<file path="src/slte_pkg.sv">
// Shared widths, codes and controller/datapath handshake types for the sorted list engine.
package slte_pkg;

  localparam int DepthDefault = 64;
  localparam int ValueW       = 32;
  localparam int TypeW        = 2;
  localparam int PosW         = 6;
  localparam int CntW         = 7;
  localparam int StatusW      = 2;
  localparam int IdxW         = 6;

  typedef enum logic [TypeW-1:0] {
    REQ_INSERT  = 2'd0,
    REQ_DELETE  = 2'd1,
    REQ_REVERSE = 2'd2
  } req_kind_t;

  typedef enum logic [StatusW-1:0] {
    ST_OK      = 2'd0,
    ST_DEL_BAD = 2'd1,
    ST_FULL    = 2'd2
  } status_t;

  typedef enum logic [4:0] {
    ACT_IDLE,
    ACT_WAIT,
    ACT_INS_RD,
    ACT_INS_SHIFT,
    ACT_INS_PUT,
    ACT_DEL_RD,
    ACT_DEL_WR,
    ACT_DEL_END,
    ACT_REV_RDA,
    ACT_REV_RDB,
    ACT_REV_WRA,
    ACT_REV_WRB,
    ACT_REWIND,
    ACT_STR_RD,
    ACT_STR_OUT,
    ACT_OUT_EMPTY,
    ACT_OUT_BAD,
    ACT_OUT_FULL
  } act_t;

  typedef struct packed {
    act_t act;
    logic ready;
  } slte_cmd_t;

  typedef struct packed {
    logic             in_fire;
    logic [TypeW-1:0] req_type;
    logic             full;
    logic             del_bad;
    logic             ins_more;
    logic             ins_gt;
    logic             del_more;
    logic             rev_more;
    logic             empty;
    logic             last;
    logic             out_free;
  } slte_sts_t;

endpackage

</file>
<file path="src/slte_if.sv">
// Request and result channel interfaces for the sorted list engine.
interface slte_req_if import slte_pkg::*; ();
  logic                 valid;
  logic                 ready;
  logic [TypeW-1:0]     req_type;
  logic signed [ValueW-1:0] value;
  logic [PosW-1:0]      position;
  logic [CntW-1:0]      count;

  modport source (output valid, output req_type, output value, output position,
                  output count, input ready);
  modport sink   (input valid, input req_type, input value, input position,
                  input count, output ready);
endinterface

interface slte_rsp_if import slte_pkg::*; ();
  logic                     valid;
  logic                     ready;
  logic [StatusW-1:0]       status;
  logic signed [ValueW-1:0] element;
  logic [IdxW-1:0]          index;
  logic                     empty_res;
  logic                     last;

  modport source (output valid, output status, output element, output index,
                  output empty_res, output last, input ready);
  modport sink   (input valid, input status, input element, input index,
                  input empty_res, input last, output ready);
endinterface

</file>
<file path="src/slte_ctrl.sv">
// Controller state machine: sequences insert, delete, reverse and list streaming.
module slte_ctrl import slte_pkg::*; (
  input  logic      clk,
  input  logic      rst,
  input  slte_sts_t sts,
  output slte_cmd_t cmd
);

  typedef enum logic [13:0] {
    S_IDLE    = 14'b00000000000001,
    S_INS_RD  = 14'b00000000000010,
    S_INS_CMP = 14'b00000000000100,
    S_DEL_RD  = 14'b00000000001000,
    S_DEL_WR  = 14'b00000000010000,
    S_REV_RDA = 14'b00000000100000,
    S_REV_RDB = 14'b00000001000000,
    S_REV_WRA = 14'b00000010000000,
    S_REV_WRB = 14'b00000100000000,
    S_STR_RD  = 14'b00001000000000,
    S_STR_OUT = 14'b00010000000000,
    S_EMPTY   = 14'b00100000000000,
    S_BAD     = 14'b01000000000000,
    S_FULL    = 14'b10000000000000
  } state_t;

  state_t state, state_next;

  always_ff @(posedge clk) begin
    if (rst) begin
      state <= S_IDLE;
    end else begin
      state <= state_next;
    end
  end

  always_comb begin
    state_next = state;
    cmd.act    = ACT_WAIT;
    cmd.ready  = 1'b0;
    unique case (state)
      S_IDLE: begin
        cmd.act   = ACT_IDLE;
        cmd.ready = 1'b1;
        if (sts.in_fire) begin
          case (sts.req_type)
            REQ_INSERT:  state_next = sts.full ? S_FULL : S_INS_RD;
            REQ_DELETE:  state_next = sts.del_bad ? S_BAD : S_DEL_RD;
            REQ_REVERSE: state_next = S_REV_RDA;
            default:     state_next = S_IDLE;
          endcase
        end
      end
      S_INS_RD: begin
        // at the bottom of the list: place the value in slot zero
        if (sts.ins_more) begin
          cmd.act    = ACT_INS_RD;
          state_next = S_INS_CMP;
        end else begin
          cmd.act    = ACT_INS_PUT;
          state_next = S_STR_RD;
        end
      end
      S_INS_CMP: begin
        if (sts.ins_gt) begin
          cmd.act    = ACT_INS_SHIFT;
          state_next = S_INS_RD;
        end else begin
          cmd.act    = ACT_INS_PUT;
          state_next = S_STR_RD;
        end
      end
      S_DEL_RD: begin
        if (sts.del_more) begin
          cmd.act    = ACT_DEL_RD;
          state_next = S_DEL_WR;
        end else begin
          cmd.act    = ACT_DEL_END;
          state_next = S_STR_RD;
        end
      end
      S_DEL_WR: begin
        cmd.act    = ACT_DEL_WR;
        state_next = S_DEL_RD;
      end
      S_REV_RDA: begin
        if (sts.rev_more) begin
          cmd.act    = ACT_REV_RDA;
          state_next = S_REV_RDB;
        end else begin
          cmd.act    = ACT_REWIND;
          state_next = S_STR_RD;
        end
      end
      S_REV_RDB: begin
        cmd.act    = ACT_REV_RDB;
        state_next = S_REV_WRA;
      end
      S_REV_WRA: begin
        cmd.act    = ACT_REV_WRA;
        state_next = S_REV_WRB;
      end
      S_REV_WRB: begin
        cmd.act    = ACT_REV_WRB;
        state_next = S_REV_RDA;
      end
      S_STR_RD: begin
        if (sts.empty) begin
          state_next = S_EMPTY;
        end else begin
          cmd.act    = ACT_STR_RD;
          state_next = S_STR_OUT;
        end
      end
      S_STR_OUT: begin
        // hold the read data until the output register frees up
        if (sts.out_free) begin
          cmd.act    = ACT_STR_OUT;
          state_next = sts.last ? S_IDLE : S_STR_RD;
        end
      end
      S_EMPTY: begin
        if (sts.out_free) begin
          cmd.act    = ACT_OUT_EMPTY;
          state_next = S_IDLE;
        end
      end
      S_BAD: begin
        if (sts.out_free) begin
          cmd.act    = ACT_OUT_BAD;
          state_next = S_IDLE;
        end
      end
      S_FULL: begin
        if (sts.out_free) begin
          cmd.act    = ACT_OUT_FULL;
          state_next = S_IDLE;
        end
      end
      default: begin
        state_next = S_IDLE;
      end
    endcase
  end

endmodule

</file>
<file path="src/slte_dp.sv">
// Datapath: entry memory, list length, scan pointers and the result register.
module slte_dp import slte_pkg::*; #(
  parameter int DEPTH = DepthDefault
) (
  input  logic         clk,
  input  logic         rst,
  input  slte_cmd_t    cmd,
  output slte_sts_t    sts,
  slte_req_if.sink     req,
  slte_rsp_if.source   rsp
);

  localparam int AW   = $clog2(DEPTH);
  localparam int LW   = $clog2(DEPTH + 1);
  localparam int SumW = CntW + 1;

  logic [ValueW-1:0]        mem [DEPTH];
  logic signed [ValueW-1:0] rdata;
  logic signed [ValueW-1:0] val;
  logic signed [ValueW-1:0] tmp;
  logic [CntW-1:0]          cnt;
  logic [LW-1:0]            len;
  logic [LW-1:0]            ia;
  logic [LW-1:0]            ib;
  logic                     out_valid;

  logic              rd_en;
  logic [AW-1:0]     rd_addr;
  logic              wr_en;
  logic [AW-1:0]     wr_addr;
  logic [ValueW-1:0] wr_data;
  logic [SumW-1:0]   ia_cnt;
  logic [SumW-1:0]   req_end;
  logic              fire;
  logic              out_free;

  assign fire     = req.valid && cmd.ready;
  assign out_free = !out_valid || rsp.ready;
  assign ia_cnt   = SumW'(ia) + SumW'(cnt);
  assign req_end  = SumW'(req.position) + SumW'(req.count);

  assign req.ready = cmd.ready;
  assign rsp.valid = out_valid;

  assign sts.in_fire  = fire;
  assign sts.req_type = req.req_type;
  assign sts.full     = (len == LW'(DEPTH));
  assign sts.del_bad  = (SumW'(req.position) >= SumW'(len)) || (req_end > SumW'(len));
  assign sts.ins_more = (ia != '0);
  assign sts.ins_gt   = (val < rdata);
  assign sts.del_more = (ia_cnt < SumW'(len));
  assign sts.rev_more = (ia < ib);
  assign sts.empty    = (len == '0);
  assign sts.last     = ((ia + LW'(1)) == len);
  assign sts.out_free = out_free;

  // memory port decode
  always_comb begin
    rd_en   = 1'b0;
    rd_addr = '0;
    wr_en   = 1'b0;
    wr_addr = '0;
    wr_data = rdata;
    unique case (cmd.act)
      ACT_INS_RD: begin
        rd_en   = 1'b1;
        rd_addr = AW'(ia - LW'(1));
      end
      ACT_INS_SHIFT: begin
        wr_en   = 1'b1;
        wr_addr = AW'(ia);
      end
      ACT_INS_PUT: begin
        wr_en   = 1'b1;
        wr_addr = AW'(ia);
        wr_data = val;
      end
      ACT_DEL_RD: begin
        rd_en   = 1'b1;
        rd_addr = AW'(ia_cnt);
      end
      ACT_DEL_WR: begin
        wr_en   = 1'b1;
        wr_addr = AW'(ia);
      end
      ACT_REV_RDA, ACT_STR_RD: begin
        rd_en   = 1'b1;
        rd_addr = AW'(ia);
      end
      ACT_REV_RDB: begin
        rd_en   = 1'b1;
        rd_addr = AW'(ib);
      end
      ACT_REV_WRA: begin
        wr_en   = 1'b1;
        wr_addr = AW'(ia);
      end
      ACT_REV_WRB: begin
        wr_en   = 1'b1;
        wr_addr = AW'(ib);
        wr_data = tmp;
      end
      default: begin
      end
    endcase
  end

  always_ff @(posedge clk) begin
    if (wr_en) begin
      mem[wr_addr] <= wr_data;
    end
    if (rd_en) begin
      rdata <= mem[rd_addr];
    end
  end

  // control state: list length and result valid
  always_ff @(posedge clk) begin
    if (rst) begin
      len       <= '0;
      out_valid <= 1'b0;
    end else begin
      case (cmd.act)
        ACT_INS_PUT: len <= len + LW'(1);
        ACT_DEL_END: len <= len - LW'(cnt);
        default: begin
        end
      endcase
      if (cmd.act == ACT_STR_OUT || cmd.act == ACT_OUT_EMPTY ||
          cmd.act == ACT_OUT_BAD || cmd.act == ACT_OUT_FULL) begin
        out_valid <= 1'b1;
      end else if (rsp.ready) begin
        out_valid <= 1'b0;
      end
    end
  end

  // pointers and operands
  always_ff @(posedge clk) begin
    if (fire) begin
      val <= req.value;
      cnt <= req.count;
      ib  <= (len == '0) ? '0 : len - LW'(1);
      case (req.req_type)
        REQ_INSERT: ia <= len;
        REQ_DELETE: ia <= LW'(req.position);
        default:    ia <= '0;
      endcase
    end else begin
      case (cmd.act)
        ACT_INS_SHIFT: ia <= ia - LW'(1);
        ACT_DEL_WR:    ia <= ia + LW'(1);
        ACT_REV_RDB:   tmp <= rdata;
        ACT_REV_WRB: begin
          ia <= ia + LW'(1);
          ib <= ib - LW'(1);
        end
        ACT_STR_OUT:   ia <= ia + LW'(1);
        ACT_INS_PUT, ACT_DEL_END, ACT_REWIND: ia <= '0;
        default: begin
        end
      endcase
    end
  end

  // result register
  always_ff @(posedge clk) begin
    case (cmd.act)
      ACT_STR_OUT: begin
        rsp.status    <= ST_OK;
        rsp.element   <= rdata;
        rsp.index     <= IdxW'(ia);
        rsp.empty_res <= 1'b0;
        rsp.last      <= sts.last;
      end
      ACT_OUT_EMPTY: begin
        rsp.status    <= ST_OK;
        rsp.element   <= '0;
        rsp.index     <= '0;
        rsp.empty_res <= 1'b1;
        rsp.last      <= 1'b1;
      end
      ACT_OUT_BAD: begin
        rsp.status    <= ST_DEL_BAD;
        rsp.element   <= '0;
        rsp.index     <= '0;
        rsp.empty_res <= 1'b0;
        rsp.last      <= 1'b1;
      end
      ACT_OUT_FULL: begin
        rsp.status    <= ST_FULL;
        rsp.element   <= '0;
        rsp.index     <= '0;
        rsp.empty_res <= 1'b0;
        rsp.last      <= 1'b1;
      end
      default: begin
      end
    endcase
  end

  a_len_bound: assert property (@(posedge clk) disable iff (rst)
    len <= LW'(DEPTH))
    else $error("list length beyond depth");

  a_load_when_free: assert property (@(posedge clk) disable iff (rst)
    (cmd.act == ACT_STR_OUT || cmd.act == ACT_OUT_EMPTY ||
     cmd.act == ACT_OUT_BAD || cmd.act == ACT_OUT_FULL) |-> out_free)
    else $error("result register overwritten while occupied");

  a_put_grows: assert property (@(posedge clk) disable iff (rst)
    (cmd.act == ACT_INS_PUT) |=> (len == $past(len) + LW'(1)))
    else $error("insert did not grow the list");

  a_swap_order: assert property (@(posedge clk) disable iff (rst)
    (cmd.act == ACT_REV_WRB) |-> (ia < ib))
    else $error("reverse swap with crossed pointers");

endmodule

</file>
<file path="src/sorted_list_table_engine_unit.sv">
// Top level of the sorted list engine: controller plus datapath.
// Insert: each greater entry is shifted up a slot, then the value fills the gap;
// delete: entries past the range move down by the count; reverse: end pairs are swapped.
// On success the list is then streamed one result at a time (read, then load the output
// register once it is free). One item is worked at a time; the next is taken as soon as
// the last result is loaded. Reset empties the list at once, no clearing pass.
module sorted_list_table_engine_unit import slte_pkg::*; #(
  parameter int DEPTH = DepthDefault
) (
  input  logic       clk,
  input  logic       rst,
  slte_req_if.sink   req,
  slte_rsp_if.source rsp
);

  slte_cmd_t cmd;
  slte_sts_t sts;

  slte_ctrl u_ctrl (
    .clk (clk),
    .rst (rst),
    .sts (sts),
    .cmd (cmd)
  );

  slte_dp #(
    .DEPTH (DEPTH)
  ) u_dp (
    .clk (clk),
    .rst (rst),
    .cmd (cmd),
    .sts (sts),
    .req (req),
    .rsp (rsp)
  );

endmodule

</file>
<file path="src/flat_wrapper.sv">
// flat-port wrapper written by rule: the top's interface ports become plain ports
module sorted_list_table_engine_unit_flat import slte_pkg::*;
#(
  parameter int DEPTH = DepthDefault
)
  (clk, rst, req_valid, req_req_type, req_value, req_position, req_count, req_ready, rsp_valid, rsp_status, rsp_element, rsp_index, rsp_empty_res, rsp_last, rsp_ready);
  slte_req_if req_i ();
  slte_rsp_if rsp_i ();
  input  logic clk;
  input  logic rst;
  input wire logic [$bits(req_i.valid)-1:0] req_valid;
  input wire logic [$bits(req_i.req_type)-1:0] req_req_type;
  input wire logic [$bits(req_i.value)-1:0] req_value;
  input wire logic [$bits(req_i.position)-1:0] req_position;
  input wire logic [$bits(req_i.count)-1:0] req_count;
  output wire logic [$bits(req_i.ready)-1:0] req_ready;
  output wire logic [$bits(rsp_i.valid)-1:0] rsp_valid;
  output wire logic [$bits(rsp_i.status)-1:0] rsp_status;
  output wire logic [$bits(rsp_i.element)-1:0] rsp_element;
  output wire logic [$bits(rsp_i.index)-1:0] rsp_index;
  output wire logic [$bits(rsp_i.empty_res)-1:0] rsp_empty_res;
  output wire logic [$bits(rsp_i.last)-1:0] rsp_last;
  input wire logic [$bits(rsp_i.ready)-1:0] rsp_ready;
  assign req_i.valid = req_valid;
  assign req_i.req_type = req_req_type;
  assign req_i.value = req_value;
  assign req_i.position = req_position;
  assign req_i.count = req_count;
  assign req_ready = req_i.ready;
  assign rsp_valid = rsp_i.valid;
  assign rsp_status = rsp_i.status;
  assign rsp_element = rsp_i.element;
  assign rsp_index = rsp_i.index;
  assign rsp_empty_res = rsp_i.empty_res;
  assign rsp_last = rsp_i.last;
  assign rsp_i.ready = rsp_ready;
  sorted_list_table_engine_unit #(.DEPTH(DEPTH)) u_core (.clk(clk), .rst(rst), .req(req_i), .rsp(rsp_i));
endmodule
</file>
<file path="config.mk">
export PLATFORM = sky130hd
export DESIGN_NAME = sorted_list_table_engine_unit_flat
export DESIGN_NICKNAME = d
export VERILOG_FILES = /design/src/slte_pkg.sv /design/src/slte_if.sv /design/src/slte_ctrl.sv /design/src/slte_dp.sv /design/src/sorted_list_table_engine_unit.sv /design/src/flat_wrapper.sv
export SDC_FILE = /design/constraint.sdc
export NUM_CORES = 2
export LEC_CHECK = 0
export ABC_CLOCK_PERIOD_IN_PS = 10500
export BUFFER_PORTS_ARGS = -buffer_cell sky130_fd_sc_hd__buf_2
export CAP_MARGIN = 20
export CORE_ASPECT_RATIO = 1.75
export CORE_MARGIN = 1.5
export CORE_UTILIZATION = 40
export CTS_CLUSTER_SIZE = 20
export DETAILED_ROUTE_END_ITERATION = 12
export PLACE_DENSITY_LB_ADDON = 0.1
export SYNTH_ARGS = -nofsm -noshare
export SYNTH_HDL_FRONTEND = slang
export SYNTH_SLANG_ARGS = --single-unit
</file>
<file path="constraint.sdc">
create_clock -name clk -period 10.5 [get_ports clk]
set_input_delay 0.525 -clock clk [delete_from_list [all_inputs] [get_ports clk]]
set_output_delay 0.525 -clock clk [all_outputs]
set_load 0.02 [all_outputs]
</file>
==> metrics.csv <==
stage,metric,value,unit
power,Leak,37.5,nW
power,PwrDens,177,nW/um^2
sta,setup ws final,2570,ps
clocking,TritonCTS Buffers,212,
power,Power Internal,14.2,mW
sta,worst hold slack,104,ps
status,outcome,"complete, no violations",
layout,"Core Util, Final",0.456,
grt,vias in the first global route,60474,
critical_path,Crit Path Class,register to register,
clocking,"CTS clk-pin slew, worst paths",60,ps
critical_path,CP peak stage delay,590,ps
floorplanning,initial core utilization,0.402,
layout,Fill cells,20671,
layout,Final Instance Count excl. Fillers,10444,
worst_hold_path,Hold Path End,u_core.u_dp.len[3],
synth,Yosys cell types,89,
floorplanning,Die ar.,235000,sq um
placement,IO Port Bufs,94,
worst_hold_path,hold path depth,2,
synth,Synth Area per Inst,13.3,sq um
sta,Fin. Hold Viols,0,
synth,sequential share of the synthesized area,0.720,
critical_path,r2r setup slk,2570,ps
critical_path,FF-to-FF path depth,24,
grt,Total GRT Usage,0.316,
sta,Peak Freq,126,MHz
synth,synthesized flop and latch total,2229,
drt,via count,62947,
synth,cell with the most instances after synthesis,edfxtp_1,
sta,Slew HR,0.173,
drt,DR pass1 iterations,6,
layout,share of post-route cells with drive strength above 1,0.114,
sta,total negative slack,0,ps
grt,largest net degree at the start of global routing,122,
clocking,CTS Root Buffer Type,clkbuf_16,
drt,routed len/inst,36.1,um
power,Seq pwr share,0.527,
synth,cell taking the most area after synthesis,edfxtp_1,
floorplanning,DIE WIDTH,367,um
clocking,CTS Buffer Depth,4,
synth,"EDFF count, synth",2207,
placement,worst slack at placement,2670,ps
power,Comb pwr share,0.071,
synth,Synth area leaders,"edfxtp_1, nand2_1, nand3_1",
layout,design area,105000,sq um
power,Total Power,18.6,mW
job,max_cap viols,0,
sta,Tcrit/Tclk final,0.756,
placement,placed inst area,98100,sq um
critical_path,reg-to-reg startpoint,u_core.u_dp.ia[0],
floorplanning,I/O Pins,95,
synth,total number of yosys warnings,0,
synth,Main synth FF type,edfxtp_1,
critical_path,Worst setup EP type,register,
critical_path,CP Cell Sequence,buf_4 -> ha_1 -> fa_1 -> a21o_1 -> a21oi_1 -> o21bai_1 -> a21oi_1 -> xnor2_1 -> ha_1 -> a211oi_1 -> nand3_1 -> a31oi_1 -> a21o_1 -> inv_1 -> nor4_4 -> a21oi_4 -> buf_12 -> buf_4 -> buf_4 -> mux2i_1 -> a222oi_1 -> a21oi_1 -> nor4_1 -> o211ai_1,
power,Max IR drop VDD,0.132,mV
clocking,H-tree levels,4,
floorplanning,cell row count,233,
synth,asr flop ratio synth,0,
clocking,clk_lat worst skew,910,ps
worst_hold_path,Hold WC Path Type,primary input to register,
critical_path,r2r endpoint,u_core.u_dp.rdata[23],
grt,Congestion Overflow GR,0,
critical_path,slowest library cell on the worst path,nor4_1,
layout,Nets,7333,
grt,first-pass GRT wire length,511000,um
floorplanning,core area,230000,sq um
critical_path,CP top delay family,compound AO/OA/AOI/OAI gates,
placement,RePlAce Congestion,0.943,
critical_path,Setup crit start kind,register,
power,clock share of power,0.402,
sta,worst slew pin tran,1230,ps
sta,unrepaired setup endpoints after global routing,no,
drt,Vias per Instance,6.03,
clocking,post-CTS sizing,0,
sta,Setup Viol. Count Final,0,
synth,Synth Instances,6978,
sta,Tmin final,7930,ps
sta,max-slew violation count,0,
critical_path,WP data arrival,8520,ps
clocking,CTS tree,yes,
sta,final clock skew,67.6,ps
drt,remaining antenna violation count,0,
grt,initial antenna violation count,43,
synth,net count after synthesis,7112,
placement,cell count after placement,9998,
drt,Starting DRT DRC Count,8161,
critical_path,critical path required time,11090,ps
floorplanning,die height,640,um
drt,drt total wl,377000,um
drt,drc violations,0,
critical_path,Max Fanout on Critical Path,53,
layout,Layout area overhead,13.4,%
clocking,CTS Sinks,2229,
synth,top cell type's share of synthesized area,0.715,
worst_hold_path,hold wc startpoint,rst,
placement,DP HPWL,226000,um
synth,most frequent cells after synthesis,"edfxtp_1, nand2_1, nand3_1",
power,Net Sw Power,4.39,mW
synth,Mapped Area,92600,sq um
power,Net Sw Frac,0.237,
critical_path,Buffers & Inverters on Critical Path,5,
[layer usage]
metal / wire length, um / part of all wire / track usage / up-vias
met4: 31400 / 0.083 / 0.226 / 18
met5: 118 / 0.00031 / 0 / -
li1: - / - / - / 26284
met2: 186000 / 0.49 / 0.542 / 3222
met1: 131000 / 0.35 / 0.361 / 32570
met3: 28000 / 0.074 / 0.0481 / 853
[timing repair]
item | in CTS | in global routing
endpoints found under the hold margin | 41 | 0
hold buffers | 41 | 0
setup buffers | 0 | 0
[power groups by stage]
stage | clock network [mW] | logic, mW | registers, mW
floorplan | 0 | 0.701 | 9.95
CTS | 7.52 | 1.30 | 9.79
detailed placement | 0 | 1.28 | 9.98
finish | 7.45 | 1.32 | 9.79
global route | 7.81 | 1.38 | 9.78
global placement | 0 | 1.27 | 9.98
[cells in the final DEF (no fill, tap or decap), drive strengths merged, types with 16 or more instances in the layout]
cell / Yosys / layout
dlygate4sd3: 0 / 41
mux2i: 373 / 373
nor3: 44 / 44
a311oi: 19 / 19
clkinv: 0 / 96
a21o: 24 / 24
inv: 65 / 69
buf: 302 / 368
nor2: 180 / 180
and3: 91 / 91
a21oi: 193 / 193
and2: 46 / 46
or3: 28 / 28
or4: 16 / 16
o21ai: 92 / 92
o211ai: 25 / 25
a22oi: 43 / 43
edfxtp: 2207 / 2207
nand2: 1710 / 1710
xnor2: 33 / 33
clkbuf: 100 / 257
ha: 80 / 80
dfxtp: 22 / 22
diode: 0 / 33
nand3: 864 / 864
a31oi: 59 / 59
nand4: 50 / 50
nor4: 23 / 23
a211oi: 23 / 23
o22ai: 16 / 16
[worst max-delay path by stage]
stage | startpoint | end | slack (ps) | cells after the start
3_5_place_dp | u_core.u_dp.ia[0] | u_core.u_dp.rdata[31] | 2670 | 24
2_1_floorplan | u_core.u_dp.ia[0] | u_core.u_dp.rdata[16] | 5160 | 22
6_report | u_core.u_dp.ia[0] | u_core.u_dp.rdata[23] | 2570 | 24
5_1_grt | u_core.u_dp.ia[0] | u_core.u_dp.rdata[31] | 2240 | 24
4_1_cts | u_core.u_dp.ia[0] | u_core.u_dp.rdata[31] | 2690 | 24
3_3_place_gp | u_core.u_dp.ia[0] | u_core.u_dp.rdata[27] | 1850 | 24
[flip-flops by register name, summed over array words and instances, names as in the netlist]
register	flops
u_core.u_dp.rsp.element	32
u_core.u_dp.len	7
u_core.u_dp.rsp.empty_res	1
u_core.u_dp.rsp.valid	1
u_core.u_dp.tmp	32
u_core.u_dp.rsp.last	1
u_core.u_dp.rdata	32
u_core.u_dp.cnt	7
u_core.u_dp.rsp.status	2
u_core.u_ctrl.state	14
u_core.u_dp.rsp.index	6
u_core.u_dp.ia	7
u_core.u_dp.mem	2048
u_core.u_dp.ib	7
u_core.u_dp.val	32
[cells by family after synthesis]
logic type,count (synthesis),share of synthesized area
muxes,396,0.0446
DFF,2229,0.720
adders and majority gates,83,0.0115
AOI/OAI and AO/OA,646,0.0467
and+or+nand+nor,3114,0.149
xor gates and xnor gates,43,0.00407
buffers and inverters,467,0.0245
[cell type report]
cell class,instances,area (sq um),share of cell area
Sequential cell,2229,66700,0.635
Multi-Input combinational cell,4282,24500,0.233
Inverter,65,244,0.00232
Clock inverter,114,847,0.00806
Clock buffer,257,5600,0.0533
Tap cell,3055,3820,0.0364
Antenna cell,33,82.6,0.000786
Timing Repair Buffer,409,3260,0.0311
(Power assumes the default switching activity.)
